<file path="src/jadn_pkg.sv">
// shared constants for the joystick axis dead-zone normalizer
// register map, reset values and default widths; no dependencies
package jadn_pkg;

    localparam int SAMPLE_BITS_DEF   = 12;
    localparam int FRACTION_BITS_DEF = 15;

    localparam int APB_DATA_BITS = 32;
    localparam int APB_ADDR_BITS = 5;
    localparam int REG_SEL_BITS  = 3;

    localparam logic [REG_SEL_BITS-1:0] REG_LEFT_EXTREME     = 3'd0;
    localparam logic [REG_SEL_BITS-1:0] REG_ZERO_LEFT_EDGE   = 3'd1;
    localparam logic [REG_SEL_BITS-1:0] REG_ZERO_RIGHT_EDGE  = 3'd2;
    localparam logic [REG_SEL_BITS-1:0] REG_RIGHT_EXTREME    = 3'd3;
    localparam logic [REG_SEL_BITS-1:0] REG_REVERSE_AXIS     = 3'd4;
    localparam logic [REG_SEL_BITS-1:0] REG_CHANGE_THRESHOLD = 3'd5;

    localparam int LEFT_EXTREME_RST     = 0;
    localparam int ZERO_LEFT_EDGE_RST   = 2000;
    localparam int ZERO_RIGHT_EDGE_RST  = 2095;
    localparam int RIGHT_EXTREME_RST    = 4095;
    localparam int CHANGE_THRESHOLD_RST = 328;

endpackage

</file>
<file path="src/jadn_div.sv">
// bit-serial restoring divider, one quotient bit per cycle
// quotient = (dividend << FRACTION_BITS) / divisor for dividend < divisor
// depends on jadn_pkg for default widths
module jadn_div #(
    parameter int SAMPLE_BITS   = jadn_pkg::SAMPLE_BITS_DEF,
    parameter int FRACTION_BITS = jadn_pkg::FRACTION_BITS_DEF
) (
    input  logic                     clk,
    input  logic                     rst_n,
    input  logic                     start,
    input  logic [SAMPLE_BITS-1:0]   dividend,
    input  logic [SAMPLE_BITS-1:0]   divisor,
    output logic                     done,
    output logic [FRACTION_BITS-1:0] quotient
);

    localparam int CNT_BITS = $clog2(FRACTION_BITS + 1);

    logic                     busy_reg, busy_next;
    logic                     done_reg, done_next;
    logic [CNT_BITS-1:0]      cnt_reg, cnt_next;
    logic [SAMPLE_BITS-1:0]   rem_reg, rem_next;
    logic [SAMPLE_BITS-1:0]   dsr_reg, dsr_next;
    logic [FRACTION_BITS-1:0] quo_reg, quo_next;

    logic [SAMPLE_BITS:0]     shifted;
    logic [SAMPLE_BITS:0]     trial;
    logic                     fits;

    assign shifted = {rem_reg, 1'b0};
    assign trial   = shifted - {1'b0, dsr_reg};
    assign fits    = (shifted >= {1'b0, dsr_reg});

    always_comb
    begin
        busy_next = busy_reg;
        done_next = 1'b0;
        cnt_next  = cnt_reg;
        rem_next  = rem_reg;
        dsr_next  = dsr_reg;
        quo_next  = quo_reg;
        if (start)
        begin
            busy_next = 1'b1;
            cnt_next  = CNT_BITS'(FRACTION_BITS);
            rem_next  = dividend;
            dsr_next  = divisor;
            quo_next  = '0;
        end
        else if (busy_reg)
        begin
            rem_next = fits ? trial[SAMPLE_BITS-1:0] : shifted[SAMPLE_BITS-1:0];
            quo_next = {quo_reg[FRACTION_BITS-2:0], fits};
            cnt_next = cnt_reg - CNT_BITS'(1);
            if (cnt_reg == CNT_BITS'(1))
            begin
                busy_next = 1'b0;
                done_next = 1'b1;
            end
        end
    end

    always_ff @(posedge clk or negedge rst_n)
    begin
        if (!rst_n)
        begin
            busy_reg <= 1'b0;
            done_reg <= 1'b0;
            cnt_reg  <= '0;
        end
        else
        begin
            busy_reg <= busy_next;
            done_reg <= done_next;
            cnt_reg  <= cnt_next;
        end
    end

    always_ff @(posedge clk)
    begin
        rem_reg <= rem_next;
        dsr_reg <= dsr_next;
        quo_reg <= quo_next;
    end

    assign done     = done_reg;
    assign quotient = quo_reg;

endmodule

</file>
<file path="src/joystick_axis_deadzone_normalizer_core.sv">
// joystick axis dead-zone normalizer, top level with apb registers
// depends on jadn_pkg and jadn_div
// flow: a taken sample passes the setup, divide, position and output states, and the
// result is registered once the output is free; no new sample is taken until idle again,
// and the bit-serial divider produces one quotient bit per cycle
// reset: registers take their calibration defaults, last reported position clears to 0
module joystick_axis_deadzone_normalizer_core #(
    parameter int SAMPLE_BITS   = jadn_pkg::SAMPLE_BITS_DEF,
    parameter int FRACTION_BITS = jadn_pkg::FRACTION_BITS_DEF
) (
    input  logic                                clk,
    input  logic                                rst_n,
    input  logic                                psel,
    input  logic                                penable,
    input  logic                                pwrite,
    input  logic [jadn_pkg::APB_ADDR_BITS-1:0]  paddr,
    input  logic [jadn_pkg::APB_DATA_BITS-1:0]  pwdata,
    output logic [jadn_pkg::APB_DATA_BITS-1:0]  prdata,
    output logic                                pready,
    input  logic                                sample_valid,
    output logic                                sample_stall,
    input  logic [SAMPLE_BITS-1:0]              raw_sample,
    output logic                                result_valid,
    input  logic                                result_stall,
    output logic signed [FRACTION_BITS:0]       position,
    output logic                                in_dead_zone,
    output logic                                saturated,
    output logic                                changed
);

    localparam int SB = SAMPLE_BITS;
    localparam int FB = FRACTION_BITS;

    localparam logic [2:0] ST_IDLE  = 3'd0;
    localparam logic [2:0] ST_SETUP = 3'd1;
    localparam logic [2:0] ST_DIV   = 3'd2;
    localparam logic [2:0] ST_POS   = 3'd3;
    localparam logic [2:0] ST_OUT   = 3'd4;

    // configuration registers
    logic [SB-1:0] left_extreme_reg;
    logic [SB-1:0] zero_left_edge_reg;
    logic [SB-1:0] zero_right_edge_reg;
    logic [SB-1:0] right_extreme_reg;
    logic          reverse_axis_reg;
    logic [FB-1:0] change_threshold_reg;

    logic                                 cfg_write;
    logic [jadn_pkg::REG_SEL_BITS-1:0]    reg_sel;

    assign cfg_write = psel && penable && pwrite;
    assign reg_sel   = paddr[jadn_pkg::APB_ADDR_BITS-1:2];
    assign pready    = 1'b1;

    always_ff @(posedge clk or negedge rst_n)
    begin
        if (!rst_n)
        begin
            left_extreme_reg     <= SB'(jadn_pkg::LEFT_EXTREME_RST);
            zero_left_edge_reg   <= SB'(jadn_pkg::ZERO_LEFT_EDGE_RST);
            zero_right_edge_reg  <= SB'(jadn_pkg::ZERO_RIGHT_EDGE_RST);
            right_extreme_reg    <= SB'(jadn_pkg::RIGHT_EXTREME_RST);
            reverse_axis_reg     <= 1'b1;
            change_threshold_reg <= FB'(jadn_pkg::CHANGE_THRESHOLD_RST);
        end
        else if (cfg_write)
        begin
            unique case (reg_sel)
                jadn_pkg::REG_LEFT_EXTREME:     left_extreme_reg     <= pwdata[SB-1:0];
                jadn_pkg::REG_ZERO_LEFT_EDGE:   zero_left_edge_reg   <= pwdata[SB-1:0];
                jadn_pkg::REG_ZERO_RIGHT_EDGE:  zero_right_edge_reg  <= pwdata[SB-1:0];
                jadn_pkg::REG_RIGHT_EXTREME:    right_extreme_reg    <= pwdata[SB-1:0];
                jadn_pkg::REG_REVERSE_AXIS:     reverse_axis_reg     <= pwdata[0];
                jadn_pkg::REG_CHANGE_THRESHOLD: change_threshold_reg <= pwdata[FB-1:0];
                default:                        ;
            endcase
        end
    end

    always_comb
    begin
        unique case (reg_sel)
            jadn_pkg::REG_LEFT_EXTREME:     prdata = jadn_pkg::APB_DATA_BITS'(left_extreme_reg);
            jadn_pkg::REG_ZERO_LEFT_EDGE:   prdata = jadn_pkg::APB_DATA_BITS'(zero_left_edge_reg);
            jadn_pkg::REG_ZERO_RIGHT_EDGE:  prdata = jadn_pkg::APB_DATA_BITS'(zero_right_edge_reg);
            jadn_pkg::REG_RIGHT_EXTREME:    prdata = jadn_pkg::APB_DATA_BITS'(right_extreme_reg);
            jadn_pkg::REG_REVERSE_AXIS:     prdata = jadn_pkg::APB_DATA_BITS'(reverse_axis_reg);
            jadn_pkg::REG_CHANGE_THRESHOLD: prdata = jadn_pkg::APB_DATA_BITS'(change_threshold_reg);
            default:                        prdata = '0;
        endcase
    end

    // control
    logic [2:0] state_reg, state_next;
    logic       sample_take;
    logic       out_free;

    assign sample_take = sample_valid && !sample_stall;
    assign sample_stall = (state_reg != ST_IDLE);
    assign out_free    = !result_valid || !result_stall;

    // operand setup from the held sample
    logic [SB-1:0] s_reg;
    logic          right_side;
    logic          left_side;
    logic [SB-1:0] num_mag;
    logic [SB:0]   den_s;
    logic [SB:0]   den_neg_s;
    logic [SB-1:0] den_mag;
    logic          setup_dz;
    logic          setup_zero;
    logic          setup_over;

    assign right_side = (s_reg > zero_right_edge_reg);
    assign left_side  = (s_reg < zero_left_edge_reg);
    assign num_mag    = right_side ? (s_reg - zero_right_edge_reg)
                                   : (zero_left_edge_reg - s_reg);
    assign den_s      = right_side ? ({1'b0, right_extreme_reg} - {1'b0, zero_right_edge_reg})
                                   : ({1'b0, left_extreme_reg} - {1'b0, zero_left_edge_reg});
    assign den_neg_s  = -den_s;
    assign den_mag    = den_s[SB] ? den_neg_s[SB-1:0] : den_s[SB-1:0];
    assign setup_dz   = !right_side && !left_side;
    assign setup_zero = (den_mag == '0);
    assign setup_over = (num_mag > den_mag);

    logic dz_reg;
    logic zero_reg;
    logic sat_reg;
    logic max_reg;
    logic neg_reg;

    // divider
    logic          div_start;
    logic          div_done;
    logic [FB-1:0] div_quo;

    assign div_start = (state_reg == ST_SETUP);

    jadn_div #(
        .SAMPLE_BITS   (SAMPLE_BITS),
        .FRACTION_BITS (FRACTION_BITS)
    ) u_div (
        .clk      (clk),
        .rst_n    (rst_n),
        .start    (div_start),
        .dividend (num_mag),
        .divisor  (den_mag),
        .done     (div_done),
        .quotient (div_quo)
    );

    // signed position
    logic [FB-1:0]        mag;
    logic signed [FB:0]   pos_calc;
    logic signed [FB:0]   pos_reg;

    assign mag      = max_reg ? {FB{1'b1}} : div_quo;
    assign pos_calc = (dz_reg || zero_reg) ? '0
                    : (neg_reg ? -$signed({1'b0, mag}) : $signed({1'b0, mag}));

    // change test against the last reported position
    logic signed [FB:0]   last_reg;
    logic signed [FB+1:0] diff;
    logic signed [FB+1:0] diff_neg;
    logic [FB+1:0]        diff_abs;
    logic                 chg;

    assign diff     = {pos_reg[FB], pos_reg} - {last_reg[FB], last_reg};
    assign diff_neg = -diff;
    assign diff_abs = diff[FB+1] ? diff_neg : diff;
    assign chg      = (diff_abs >= {2'b00, change_threshold_reg});

    always_comb
    begin
        state_next = state_reg;
        unique case (state_reg)
            ST_IDLE:  if (sample_take) state_next = ST_SETUP;
            ST_SETUP: state_next = ST_DIV;
            ST_DIV:   if (div_done) state_next = ST_POS;
            ST_POS:   state_next = ST_OUT;
            ST_OUT:   if (out_free) state_next = ST_IDLE;
            default:  state_next = ST_IDLE;
        endcase
    end

    logic                 out_valid_reg;
    logic signed [FB:0]   out_pos_reg;
    logic                 out_dz_reg;
    logic                 out_sat_reg;
    logic                 out_chg_reg;
    logic                 out_load;

    assign out_load = (state_reg == ST_OUT) && out_free;

    always_ff @(posedge clk or negedge rst_n)
    begin
        if (!rst_n)
        begin
            state_reg     <= ST_IDLE;
            out_valid_reg <= 1'b0;
            last_reg      <= '0;
        end
        else
        begin
            state_reg <= state_next;
            if (out_load)
                out_valid_reg <= 1'b1;
            else if (!result_stall)
                out_valid_reg <= 1'b0;
            if (out_load && chg)
                last_reg <= pos_reg;
        end
    end

    always_ff @(posedge clk)
    begin
        if (sample_take)
            s_reg <= raw_sample;
        if (state_reg == ST_SETUP)
        begin
            dz_reg   <= setup_dz;
            zero_reg <= setup_zero;
            sat_reg  <= !setup_dz && (setup_zero || setup_over);
            max_reg  <= (num_mag >= den_mag);
            neg_reg  <= reverse_axis_reg ^ den_s[SB];
        end
        if (state_reg == ST_POS)
            pos_reg <= pos_calc;
        if (out_load)
        begin
            out_pos_reg <= pos_reg;
            out_dz_reg  <= dz_reg;
            out_sat_reg <= sat_reg;
            out_chg_reg <= chg;
        end
    end

    assign result_valid = out_valid_reg;
    assign position     = out_pos_reg;
    assign in_dead_zone = out_dz_reg;
    assign saturated    = out_sat_reg;
    assign changed      = out_chg_reg;

endmodule
</file>
<file path="config.mk">
export PLATFORM = sky130hd
export DESIGN_NAME = joystick_axis_deadzone_normalizer_core
export DESIGN_NICKNAME = d
export VERILOG_FILES = /design/src/jadn_pkg.sv /design/src/jadn_div.sv /design/src/joystick_axis_deadzone_normalizer_core.sv
export SDC_FILE = /design/constraint.sdc
export NUM_CORES = 1
export LEC_CHECK = 0
export BUFFER_PORTS_ARGS = -buffer_cell sky130_fd_sc_hd__buf_4
export CORE_ASPECT_RATIO = 1.5
export CORE_MARGIN = 2
export CORE_UTILIZATION = 55
export DETAILED_ROUTE_END_ITERATION = 10
export MAX_ROUTING_LAYER = met4
export PLACE_DENSITY = 0.77
export SETUP_SLACK_MARGIN = 0.5
export SLEW_MARGIN = 20
export SYNTH_ARGS = -nofsm -noshare
export SYNTH_HDL_FRONTEND = slang
export SYNTH_HIERARCHICAL = 1
export SYNTH_SLANG_ARGS = --single-unit
</file>
<file path="constraint.sdc">
create_clock -name clk -period 4.75 [get_ports clk]
set_clock_uncertainty 0.1 [all_clocks]
set_input_delay 0.95 -clock clk [delete_from_list [all_inputs] [get_ports clk]]
set_output_delay 0.95 -clock clk [all_outputs]
set_load 0.03 [all_outputs]
</file>
# After elaboration in Yosys (flattened, before gate mapping)
# Cells that the tools add are included.
[totals]
reg_bits = 181
in_bits = 56
out_inout_bits = 54
wordCells = 112
[op_classes]
add_sub_neg = 10
order_cmp = 6
n_eq_ne = 14
n_mux = 24
n_bitwise = 2
reduce_logical = 29
[ops]
columns = ["cell", "n"]
rows = [
  ["one-hot mux 15 bit (6 select lines)", 1],
  ["two-way mux 12 bit", 5],
  ["subtractor 12 bit", 3],
  ["two-way mux 15 bit", 2],
  ["subtractor 12 x 12 -> 13 bit", 2],
  ["greater-than comparator 12 bit", 2],
  ["greater-or-equal comparator 17 x 15 -> 1 bit", 1],
  ["two-way mux 17 bit", 1],
  ["negator 17 bit", 1],
  ["subtractor 16 x 16 -> 17 bit", 1],
  ["negator 15 -> 16 bit", 1],
  ["one-hot mux 3 bit (5 select lines)", 1],
  ["greater-or-equal comparator 13 x 12 -> 1 bit", 1],
  ["two-way mux 13 bit", 1],
  ["equality test 3 x 2 -> 1 bit (second input constant)", 4],
  ["greater-or-equal comparator 12 bit", 1],
  ["logical NOT 12 bit", 1],
  ["< comparator 12 bit", 1],
  ["negator 12 bit", 1],
  ["AND reduction 2 bit", 6],
  ["equality test 3 bit (second input constant)", 3],
  ["two-way mux 3 bit", 3],
  ["two-way mux 1 bit", 8],
  ["two-way mux 4 bit", 2],
  ["other kinds (15)", 32],
]

# Longest topological paths before layout
[depth]
depth_word = 7
ltp_mapped = 29

# By module
# Netlist, hierarchy kept.
[by_module_without_submodules]
columns = ["module", "n_inst", "cells_per_inst", "area_each_um2", "seq_area_each_um2"]
rows = [
  ["joystick_axis_deadzone_normalizer_core", 1, 1193, 10701.5, 3698.5],
  ["jadn_div", 1, 228, 2444.8, 1171.1],
]

# Worst setup path before layout
# Ideal clock, no wire load.
[synth_timing]
kind = "reg2reg"
from = "reg zero_right_edge_reg[0]"
to = "reg max_reg (data pin)"
arrival_time_ns = 4.805
required_time_ns = 4.394
path_slack_ns = -0.412
path_stages_with_launch = 26
n_path_buf = 4
period_less_slack_ns = 5.162
path_cell_list = "dfstp_2 -> ha_1 -> inv_1 -> fa_1 -> nand3_1 -> a21oi_1 -> or4_1 -> and2_0 -> clkbuf_1 -> clkbuf_1 -> clkbuf_1 -> buf_1 -> mux2i_1 -> ha_1 -> nor3b_1 -> nand4_1 -> inv_1 -> a22o_1 -> a21oi_1 -> xnor2_1 -> inv_1 -> ha_1 -> a21o_1 -> a21oi_1 -> o211ai_1 -> nand2b_1"
[synth_via]
elab_chain_cells = 5
elab_cells_between_ends = 8
classes_between = "3 x add/sub; 2 x order compare; 3 x mux"
[synth_rtl]
columns = ["element", "line", "rtl"]
rows = [
  ["start: declaration", "joystick_axis_deadzone_normalizer_core.sv:43", "logic [SB-1:0] zero_right_edge_reg;"],
  ["start signal: assignment", "joystick_axis_deadzone_normalizer_core.sv:61", "zero_right_edge_reg <= SB'(jadn_pkg::ZERO_RIGHT_EDGE_RST);"],
  ["start signal: assignment", "joystick_axis_deadzone_normalizer_core.sv:71", "jadn_pkg::REG_ZERO_RIGHT_EDGE: zero_right_edge_reg <= pwdata[SB-1:0];"],
  ["subtractor 12 x 12 -> 13 bit or greater-than comparator 12 bit (tied branches)", "joystick_axis_deadzone_normalizer_core.sv:118, joystick_axis_deadzone_normalizer_core.sv:114", ""],
  ["two-way mux 13 bit (*)", "joystick_axis_deadzone_normalizer_core.sv:118", "assign den_s = right_side ? ({1'b0, right_extreme_reg} - {1'b0, zero_right_edge_reg})"],
  ["negator 12 bit", "joystick_axis_deadzone_normalizer_core.sv:120", "assign den_neg_s = -den_s;"],
  ["two-way mux 12 bit (*)", "joystick_axis_deadzone_normalizer_core.sv:121", "assign den_mag = den_s[SB] ? den_neg_s[SB-1:0] : den_s[SB-1:0];"],
  ["named net den_mag[10]", "joystick_axis_deadzone_normalizer_core.sv:109", "logic [SB-1:0] den_mag;"],
  ["greater-or-equal comparator 12 bit (*)", "joystick_axis_deadzone_normalizer_core.sv:224", "max_reg <= (num_mag >= den_mag);"],
  ["end signal: assignment", "joystick_axis_deadzone_normalizer_core.sv:224", ""],
  ["end: declaration", "joystick_axis_deadzone_normalizer_core.sv:129", "logic max_reg;"],
]
# The timed path passes the listed nets; every way through them passes the cells marked *.
# A chain may end at the register's enable or synchronous reset.

# Final worst setup path
[layout_timing]
from = "reg pos_reg[1]"
to = "reg last_reg[12]"
[layout_via]
elab_chain_cells = 5
[layout_rtl]
columns = ["element", "line", "rtl"]
rows = [
  ["start: declaration", "joystick_axis_deadzone_normalizer_core.sv:155", "logic signed [FB:0] pos_reg;"],
  ["start signal: assignment", "joystick_axis_deadzone_normalizer_core.sv:228", "pos_reg <= pos_calc;"],
  ["subtractor 16 x 16 -> 17 bit (*)", "joystick_axis_deadzone_normalizer_core.sv:168", "assign diff = {pos_reg[FB], pos_reg} - {last_reg[FB], last_reg};"],
  ["negator 17 bit", "joystick_axis_deadzone_normalizer_core.sv:169", "assign diff_neg = -diff;"],
  ["two-way mux 17 bit (*)", "joystick_axis_deadzone_normalizer_core.sv:170", "assign diff_abs = diff[FB+1] ? diff_neg : diff;"],
  ["greater-or-equal comparator 17 x 15 -> 1 bit (*)", "joystick_axis_deadzone_normalizer_core.sv:171", "assign chg = (diff_abs >= {2'b00, change_threshold_reg});"],
  ["logical AND 1 bit (*)", "joystick_axis_deadzone_normalizer_core.sv:210", "if (out_load && chg)"],
  ["end signal: assignment", "joystick_axis_deadzone_normalizer_core.sv:211", "last_reg <= pos_reg;"],
  ["end: declaration", "joystick_axis_deadzone_normalizer_core.sv:162", "logic signed [FB:0] last_reg;"],
]
# Every way passes the cells marked *; elsewhere a longest branch is shown, timed or not.

==> impl_results.md <==
- Status: finished with violations
- Failing checks: setup timing
- Nets: about 1800
- Pin count of the biggest net entering global routing: 67
- Drt pass-1 iters: 6
- Fin. Hold Viols: 0
- Vias per cell: 5.77
- Antenna viol nets, final: 0
- CP Launch Type: register
- TNS Setup: -4.04 ns
- Clock transition at path regs: 0.07 ns
- #FFs+latches synth: ~180
- CTS Root Cell: clkbuf_16
- GRT Overall Usage: 28.7%
- CP required: 4.97 ns
- Critical path data arrival time: 5.24 ns
- Proportion of layout cells with a drive suffix above 1: 24.6%
- CP max stage cell: or4_4
- Worst R2R Start: pos_reg[1]
- Site Rows: 69
- RSZ-0062 raised after global routing: true
- P&R area growth vs syn: 19.8%
- Achievable Freq: 199 MHz
- Die X-Extent: 130 um
- Ys async rst share: between 40% and 50%
- Logic pwr share: 66.5%
- TritonCTS clock tree: yes
- Hold_sp: sat_reg
- Syn_area_per_cell: 9.25 um^2
- Initial Utilization: 55.8%
- Relative slew slack: 31.5%
- Die area: 25200 um^2
- Fillers: 1849
- Clk buf depth: 2
- Fin. max-slew vios: 0
- # setup viols final: 16
- Hold Crit Depth: 0
- Detailed-route via count: 11000
- DIE HEIGHT: 193 um
- Hold Path Class: reg2reg
- GPL Wtd Cong: around 0.94
- Initial DRC Count: roughly 790
- Crit path largest cell delay: 0.59 ns
- Core area: 23600 um^2
- CTS Buf Count: 17
- Share of power burned in registers: between 20% and 30%
- Worst-Skew Late Latency: 0.44 ns
- Seq/Total Area, Yosys: 37.0%
- Design Area, Final: 15800 um^2
- Dpl cell area: 14600 um^2
- Most used DFF post-synth: edfxtp_1
- Number of global-route vias before repair: ~11000
- Non-Filler Instances: 1912
- Drt drc: 0
- Worst VDD drop: 0.368 mV
- # diodes: 0
- CP max FO: 8
- YS warnings: 6
- Fin util: around 67%
- Reg2Reg Depth: 21
- Max cap viols: 0
- Boundary pin count: 110
- Hold EP: saturated
- Syn Std Cell Area: 13100 um^2
- Net Sw Frac: about 44%
- Cells after synthesis: 1421
- Depth of the CTS H-tree: 4
- NetSw: 0.00548 W
- Buffers added on ports: 72
- R2r endpoint: last_reg[12]
- FF-to-FF setup slack: -0.27 ns
- Clock Sinks: 181
- Most common cell after layout, fill and taps aside: buf_4
- First-pass GRT wire length: 54700 um
- Setup WS post-layout: -0.266 ns
- Congestion Overflow GR: 0
- CP most frequent cell: o21a_1
- Leakage: between 7 and 8 nW
- PwrDens: 786 nW/um^2
- CP cell instances: ha_1 -> nor2b_1 -> o21a_1 -> o21a_1 -> o21a_1 -> nor2_2 -> xnor2_2 -> or4_4 -> nor3_4 -> nor2_2 -> xnor2_2 -> ha_1 -> a21o_1 -> a21oi_2 -> nand2b_1 -> a221o_1 -> a31o_2 -> nor2b_2 -> a221o_2 -> buf_12 -> mux2_4
- Period utilization: 106%
- Initial antenna violation count: 0
- Int Pwr: 0.00689 W
- Commonest cells after routing, fill and taps aside: 187 x buf_4, 135 x inv_1, 113 x nand2_1
- Post-synth EDFFs: 76
- DP Cell Count: 1852
- Tmin final: 5.02 ns
- Drt total wl: between 30000 and 40000 um
- Crit end category: register
- Hpwl dp: approximately 26000 um
- Synth unique cells: 85
- Wire per inst: approximately 18 um
- Critical Setup Path Class: reg2reg
- Clk network pwr share: 11.4%
- Least-Margin Pin Slew: 1.03 ns
cell families after synthesis:
group                      after synthesis  share of synthesized area, %
muxes                                   83                          7.51
AOI/OAI and AO/OA                      338                          16.6
other                                    2                        0.0571
DFF                                    181                          37.0
buffers and inverters                  206                          6.54
and+or+nand+nor                        413                          15.5
xor gates and xnor gates                84                          5.60
adders and majority gates              114                          11.2
layout make-up:
| type | instances | area, um^2 | share of cell area [%] |
|---|---|---|---|
| timing repair buffer | 193 | 1500 | 9.50 |
| multi-input combinational | 1050 | 7890 | 50.1 |
| tap | 319 | 399 | 2.53 |
| clock inverter | 13 | 133 | 0.842 |
| clock buffer | 19 | 453 | 2.87 |
| sequential | 181 | 4870 | 30.9 |
| inverter | 137 | 514 | 3.26 |
stage by stage:
step                setup WS (ns)  total power (W)  hold slack [ns]
global placement           -0.144          0.00990            0.354
detailed placement         -0.238           0.0102            0.360
global route               -0.496           0.0133            0.376
finish                     -0.266           0.0124            0.381
CTS                        -0.223           0.0120            0.371
floorplan                 -0.0748          0.00790            0.300
synth_stat cells (13+ instances only):
cell type / instances / area, um^2
a21o_1: 22 / 165
a21oi_1: 82 / 410
a22oi_1: 16 / 120
a31oi_1: 13 / 81.3
buf_4: 19 / 143
clkbuf_1: 41 / 154
dfrtp_1: 62 / 1550
dfstp_2: 28 / 736
dfxtp_1: 15 / 300
edfxtp_1: 76 / 2280
ha_1: 108 / 1350
inv_1: 137 / 514
mux2_2: 36 / 405
mux2i_1: 30 / 300
nand2_1: 118 / 443
nand2b_1: 19 / 119
nand3_1: 23 / 115
nand4_1: 16 / 100
nor2_1: 113 / 424
nor2b_1: 21 / 131
nor3_1: 25 / 125
nor3b_1: 14 / 105
o21a_1: 16 / 120
o21ai_0: 90 / 450
o22ai_1: 13 / 81.3
xnor2_1: 62 / 543
xor2_1: 22 / 193
worst max path at each step:
stage	from	to	slack, ns	depth (start not counted)
final	pos_reg[1]	last_reg[12]	-0.27	21
after CTS	pos_reg[1]	last_reg[3]	-0.22	21
after global routing	pos_reg[0]	last_reg[12]	-0.50	25
after global placement	pos_reg[0]	last_reg[0]	-0.14	27
after floorplan	zero_right_edge_reg[0]	max_reg	-0.07	26
after detailed placement	pos_reg[0]	last_reg[12]	-0.24	24
worst max-delay path, delay by kind of cell (launching register included):
family	cells	cell delay [ns]
compound gates	8	1.75
xor+xnor	2	0.27
fa+ha+maj	2	0.57
buf+inv	1	0.16
flops	1	0.43
mux	1	0.30
simple gates	7	1.30
power by group through the flow:
stage / clock network (W) / logic (W) / registers [W]
2_1_floorplan: 0 / 0.00531 / 0.00259
3_3_place_gp: 0 / 0.00717 / 0.00273
3_5_place_dp: 0 / 0.00742 / 0.00275
4_1_cts: 0.00144 / 0.00784 / 0.00273
5_1_grt: 0.00149 / 0.00905 / 0.00279
6_report: 0.00142 / 0.00823 / 0.00273
what timing repair did:
item / CTS / global route
setup endpoints to repair: 20 / 20
gates cloned: 1 / 0
resized for setup: 40 / 34
hold buffers: 0 / 0
setup buffers: 15 / 12
pin swaps: 21 / 32
metal layers:
layer	GRT usage [%]	part of all wire, %	up-vias
met5	-	0	-
met4	18.7	7.5	0
met3	3.13	3.4	102
met2	48.4	51	332
met1	31.7	38	5262
li1	-	-	5330
(Power assumes the default switching activity.)
